$ cat src/design/ptas_pkg.sv
package ptas_pkg;

  // scaled gas constant over static pressure
  localparam logic [12:0] GAS_NUM   = 13'd5741;
  localparam logic [19:0] SPEED_DEN = 20'd1013250;
  localparam logic [21:0] VAR_DEN   = 22'd4053000;
  localparam logic [31:0] VAR_MAX   = 32'hFFFF_FFFF;

  localparam int ROOT_STAGES = 17;
  localparam int DIV_STAGES  = 32;

  // configuration register indexes
  typedef enum logic [1:0] {
    CFG_PRESSURE_VAR = 2'd0,
    CFG_TEMP_VAR     = 2'd1,
    CFG_MIN_PRESSURE = 2'd2
  } cfg_index_t;

  typedef struct packed {
    logic [31:0] pressure_var;
    logic [31:0] temp_var;
    logic [15:0] min_pressure;
  } ptas_cfg_t;

  typedef struct packed {
    logic below;
    logic tzero;
    logic sat;
  } ptas_flags_t;

  typedef struct packed {
    logic [91:0] num;
    logic [61:0] den;
    ptas_flags_t flags;
  } ptas_div_op_t;

  typedef struct packed {
    logic [16:0] speed;
    logic [31:0] variance;
    logic        below;
  } ptas_result_t;

endpackage

$ cat src/design/ptas_root.sv
module ptas_root (
  input  logic                    clk,
  input  logic                    rst_n,
  input  logic                    up_valid,
  output logic                    up_ready,
  input  logic [52:0]             up_rad,
  input  ptas_pkg::ptas_div_op_t  up_op,
  output logic                    dn_valid,
  input  logic                    dn_ready,
  output logic [16:0]             dn_speed,
  output ptas_pkg::ptas_div_op_t  dn_op
);
  import ptas_pkg::*;

  logic [ROOT_STAGES-1:0] v_r;
  logic [ROOT_STAGES:0]   rdy;
  logic [52:0]  rem_r  [ROOT_STAGES];
  logic [16:0]  root_r [ROOT_STAGES];
  logic [36:0]  c_r    [ROOT_STAGES];
  ptas_div_op_t op_r   [ROOT_STAGES];

  always_comb begin
    rdy[ROOT_STAGES] = dn_ready;
    for (int i = ROOT_STAGES - 1; i >= 0; i--) begin
      rdy[i] = !v_r[i] || rdy[i+1];
    end
  end
  assign up_ready = rdy[0];

  always_ff @(posedge clk) begin
    if (!rst_n) begin
      v_r <= '0;
    end else begin
      if (rdy[0]) v_r[0] <= up_valid;
      for (int i = 1; i < ROOT_STAGES; i++) begin
        if (rdy[i]) v_r[i] <= v_r[i-1];
      end
    end
  end

  // one root bit per stage, msb first; c tracks SPEED_DEN * root
  for (genvar k = 0; k < ROOT_STAGES; k++) begin : g_st
    localparam int B = ROOT_STAGES - 1 - k;
    logic [52:0]  rem_in;
    logic [16:0]  root_in;
    logic [36:0]  c_in;
    ptas_div_op_t op_in;
    logic [55:0]  term;
    logic         take;

    if (k == 0) begin : g_first
      assign rem_in  = up_rad;
      assign root_in = '0;
      assign c_in    = '0;
      assign op_in   = up_op;
    end else begin : g_next
      assign rem_in  = rem_r[k-1];
      assign root_in = root_r[k-1];
      assign c_in    = c_r[k-1];
      assign op_in   = op_r[k-1];
    end

    assign term = (56'(c_in) << (B + 1)) + (56'(SPEED_DEN) << (2 * B));
    assign take = ({3'b0, rem_in} >= term);

    always_ff @(posedge clk) begin
      if (rdy[k]) begin
        rem_r[k]  <= take ? (rem_in - term[52:0]) : rem_in;
        root_r[k] <= root_in | (17'(take) << B);
        c_r[k]    <= take ? (c_in + (37'(SPEED_DEN) << B)) : c_in;
        op_r[k]   <= op_in;
      end
    end
  end

  assign dn_valid = v_r[ROOT_STAGES-1];
  assign dn_speed = root_r[ROOT_STAGES-1];
  assign dn_op    = op_r[ROOT_STAGES-1];

endmodule

$ cat config.mk
export PLATFORM = sky130hd
export DESIGN_NAME = ptas_root
export DESIGN_NICKNAME = d
export VERILOG_FILES = /design/src/design/ptas_pkg.sv /design/src/design/ptas_root.sv
export SDC_FILE = /design/constraint.sdc
export NUM_CORES = 2
export LEC_CHECK = 0
export ABC_AREA = 0
export ABC_CLOCK_PERIOD_IN_PS = 21800
export BUFFER_PORTS_ARGS = -buffer_cell sky130_fd_sc_hd__clkbuf_2
export CORE_ASPECT_RATIO = 1.1
export CORE_MARGIN = 1.5
export CORE_UTILIZATION = 60
export DETAILED_ROUTE_END_ITERATION = 10
export PLACE_DENSITY = 0.77
export SETUP_SLACK_MARGIN = 0.05
export SLEW_MARGIN = 20
export SYNTH_ARGS = -nofsm -noshare
export SYNTH_HDL_FRONTEND = slang
export SYNTH_MEMORY_MAX_BITS = 65536
export SYNTH_SLANG_ARGS = --single-unit
export TNS_END_PERCENT = 100
$ cat constraint.sdc
create_clock -name clk -period 21.8 [get_ports clk]
set_input_delay 2.18 -clock clk [delete_from_list [all_inputs] [get_ports clk]]
set_output_delay 2.18 -clock clk [all_outputs]
set_load 0.02 [all_outputs]
==> metrics.md <==
| Metric | Value |
|---|---|
| Status | complete, no violations |
| Ports | 390 |
| Setup Viol. Count Final | 0 |
| Total power draw | 27.7 mW |
| Int Pwr | 17.9 mW |
| Met3 wire length | 23800 um |
| GRT overflow | 0 |
| Initial antenna violation count | 18 |
| Post-Route WL | 390000 um |
| Worst hold-check path type | flip-flop to flip-flop |
| Synth Flop Type | edfxtp_1 |
| Crit-path max FO | 106 |
| Slew margin rel. | 0.251 |
| Total length of routed met2 wires | 207000 um |
| Final Hold Fails | 0 |
| Post-CTS Resized | 0 |
| RSZ-0062 raised after global routing | false |
| FF-to-FF setup slack | 14780 ps |
| # port buffers | 389 |
| Worst-case reg-to-reg path depth | 10 |
| PwrDens | 156 nW/um2 |
| Number of clock sinks | 3972 |
| Worst path required time | 19620 ps |
| Clk_skew | 137 ps |
| Setup Fix Bufs, Post-CTS | 0 |
| Tmin final | 9480 ps |
| Synthesis-to-finish area growth | 11.5% |
| Max Cap Viol | 0 |
| Unique masters post-synth | 84 |
| Top Layer Used | met5 |
| Root Buffer | clkbuf_16 |
| Peak Freq | 0.105 GHz |
| Crit path DAT | 7300 ps |
| Most frequent cells in the layout | 3955 x edfxtp_1, 732 x nand2_1, 574 x xnor2_1, 506 x nor2_1, 497 x a21oi_1 |
| RePlAce Congestion | 1.00 |
| First-pass GRT wire length | 573000 um |
| Reg2reg start | v_r[16]$_SDFFE_PN0P_ |
| Post-Syn Area per Cell | 15.7 um2 |
| Die Ht | 543 um |
| R2R Path End | rem_r[0][365]$_DFFE_PP_ |
| TritonCTS clock tree | done |
| Max VDD drop | 0.0967 mV |
| Fin cells | 14500 |
| Worst Setup End Kind | output port |
| Synth warn | 0 |
| Ys async rst share | 0 |
| End point of the critical path | up_ready |
| Seq cells post-synth | 3972 |
| Clock-pin slew on the worst setup and hold paths | 70 ps |
| Syn nets | 10800 |
| Layout Nets | 11400 |
| Seq pwr share | 0.410 |
| Die area | 268000 um2 |
| Worst Tran Pin Value | 1120 ps |
| Sequential-to-total area share from yosys stat | 0.749 |
| Share of cells above drive strength 1 | 0.103 |
| Row cnt | 198 |
| Drt wl/cell | 26.8 um |
| Commonest non-fill, non-tap cell in the layout | edfxtp_1 |
| Antenna-violating nets left | 0 |
| Core Footprint | 264000 um2 |
| Clock Tree Buf Depth | 4 |
| Leak Pwr | 67.1 nW |
| Clock share of power | 0.235 |
| Setup TNS Final | 0 ps |
| Vias | 87700 |
| Switching Fraction | 0.354 |
| Cts bufs inserted | 370 |
| Max-slew violations | 0 |
| WL met1 | 132000 um |
| Post-DP HPWL | 240000 um |
| Iteration count of the initial detailed-routing pass | 9 |
| Post-synth EDFFs | 3955 |
| Tcrit/Tclk final | 0.435 |
| DRC | 0 |
| Gr usage total | 0.289 |
| Switch Pwr | 9.82 mW |
| Clock latency on the worst-skew pair | 970 ps |
| CP startpoint | dn_ready |
| DR iter-0 viols | 9037 |
| Crit Path Category | primary input to output port |
| Vias in the first global route | 89800 |
| Die width | 494 um |
| Placed cell count | 13900 |
| Largest net degree at the start of global routing | 154 |
| H-tree Lvls | 5 |
| Combinational share of power | 0.355 |
| Cell Area, Synth | 159000 um2 |
| Startpoint types | primary input |
| Synth Instances | 10100 |
| # hold bufs at CTS | 0 |
| Avg Vias per Cell | 6.03 |
| Share of the core filled with cells | 0.672 |
| Initial core utilization | 0.602 |
## critical path: stages
cell      delay [ps]
clkbuf_2         110
nor2b_1          690
inv_8            460
nor2_1           590
and2_1           500
inv_8            340
nor3_1           470
and3_1           410
and2_1           570
nand3_4          560
clkbuf_2         340
## power groups by stage
stage / clock (mW) / combinational (mW) / sequential [mW]
floorplan: 0 / 7.35 / 10.9
global placement: 0 / 9.42 / 11.4
detailed placement: 0 / 9.59 / 11.5
CTS: 6.61 / 9.74 / 11.4
global route: 6.87 / 10.8 / 11.5
finish: 6.52 / 9.84 / 11.4
## routing by layer
metal,global-route usage,vias up
li1,-,39500
met3,0.0394,1145
met4,0.167,12
met2,0.534,4243
met5,0,-
met1,0.318,42800
## metrics by stage
stage	setup slack [ps]	hold WS (ps)	instance area [um2]
after floorplan	2400	400	159000
after global placement	12550	400	165000
after detailed placement	12180	405	165000
after CTS	11830	343	177000
after global routing	12020	361	177000
final	12320	350	177000
## worst min-delay path by stage
stage,startpoint,endpoint,cells after the start
final,op_r[10][30]$_DFFE_PP_,op_r[11][30]$_DFFE_PP_,0
after global routing,op_r[8][72]$_DFFE_PP_,op_r[9][72]$_DFFE_PP_,0
after global placement,op_r[6][49]$_DFFE_PP_,op_r[7][49]$_DFFE_PP_,0
after detailed placement,op_r[9][99]$_DFFE_PP_,op_r[10][99]$_DFFE_PP_,0
after CTS,op_r[10][30]$_DFFE_PP_,op_r[11][30]$_DFFE_PP_,0
after floorplan,op_r[9][0]$_DFFE_PP_,op_r[10][0]$_DFFE_PP_,0
## cell type report
cell class / instances / area, um2
multi-input cells: 5636 / 38100
diodes: 14 / 35.0
clock inverters: 232 / 2360
clock buffers: 439 / 9590
flip-flops and latches: 3972 / 119000
repair buffers: 456 / 2570
fillers: 16900 / 86700
inverters: 300 / 1190
well taps: 3500 / 4380
## kinds of logic (layout without fill, tap and decap cells)
| group | after synthesis | count (layout) | synth area share |
|---|---|---|---|
| xor gates and xnor gates | 1037 | 1037 | 0.0571 |
| and+or+nand+nor | 2361 | 2361 | 0.0722 |
| muxes | 71 | 71 | 0.00496 |
| DFF | 3972 | 3972 | 0.749 |
| other | 1 | 15 | 0.0000236 |
| buffers and inverters | 529 | 1427 | 0.0127 |
| AOI/OAI and AO/OA | 1676 | 1676 | 0.0655 |
| adders and majority gates | 490 | 490 | 0.0386 |
## synthesized netlist by cell type (all sizes together) (11+ instances only)
library cell  count  area share
edfxtp         3955        0.75
nand2           739       0.017
xnor2           574       0.032
nor2            508       0.012
a21oi           499       0.016
ha              490       0.039
o21ai           464       0.015
xor2            463       0.026
inv             297      0.0070
a21o            213       0.010
nand3           190      0.0060
clkbuf          189      0.0045
nor3            163      0.0053
nor4            127      0.0050
nand4           109      0.0043
and3            107      0.0042
o21a             97      0.0046
nand2b           94      0.0037
nor2b            75      0.0030
mux2             62      0.0044
or3              56      0.0022
o21bai           52      0.0025
a211oi           50      0.0024
and2             42      0.0017
a31oi            41      0.0016
buf              40      0.0011
o211ai           35      0.0017
o31ai            35      0.0017
or4              31      0.0015
or2              25     0.00098
a21boi           22      0.0010
and4             20      0.0011
nor3b            20     0.00094
dfxtp            17      0.0021
nor4b            17     0.00094
a211o            16     0.00088
nand3b           14     0.00066
o41ai            14     0.00077
a2111oi          13     0.00083
a31o             12     0.00066
a221o            11     0.00069
o311ai           11     0.00065
o31a             11     0.00061
## sequential cells by signal (all words and copies together) (netlist names)
name	count
op_r	2669
v_r	17
root_r	106
c_r	333
rem_r	847
Power figures use the tool's default switching activity.
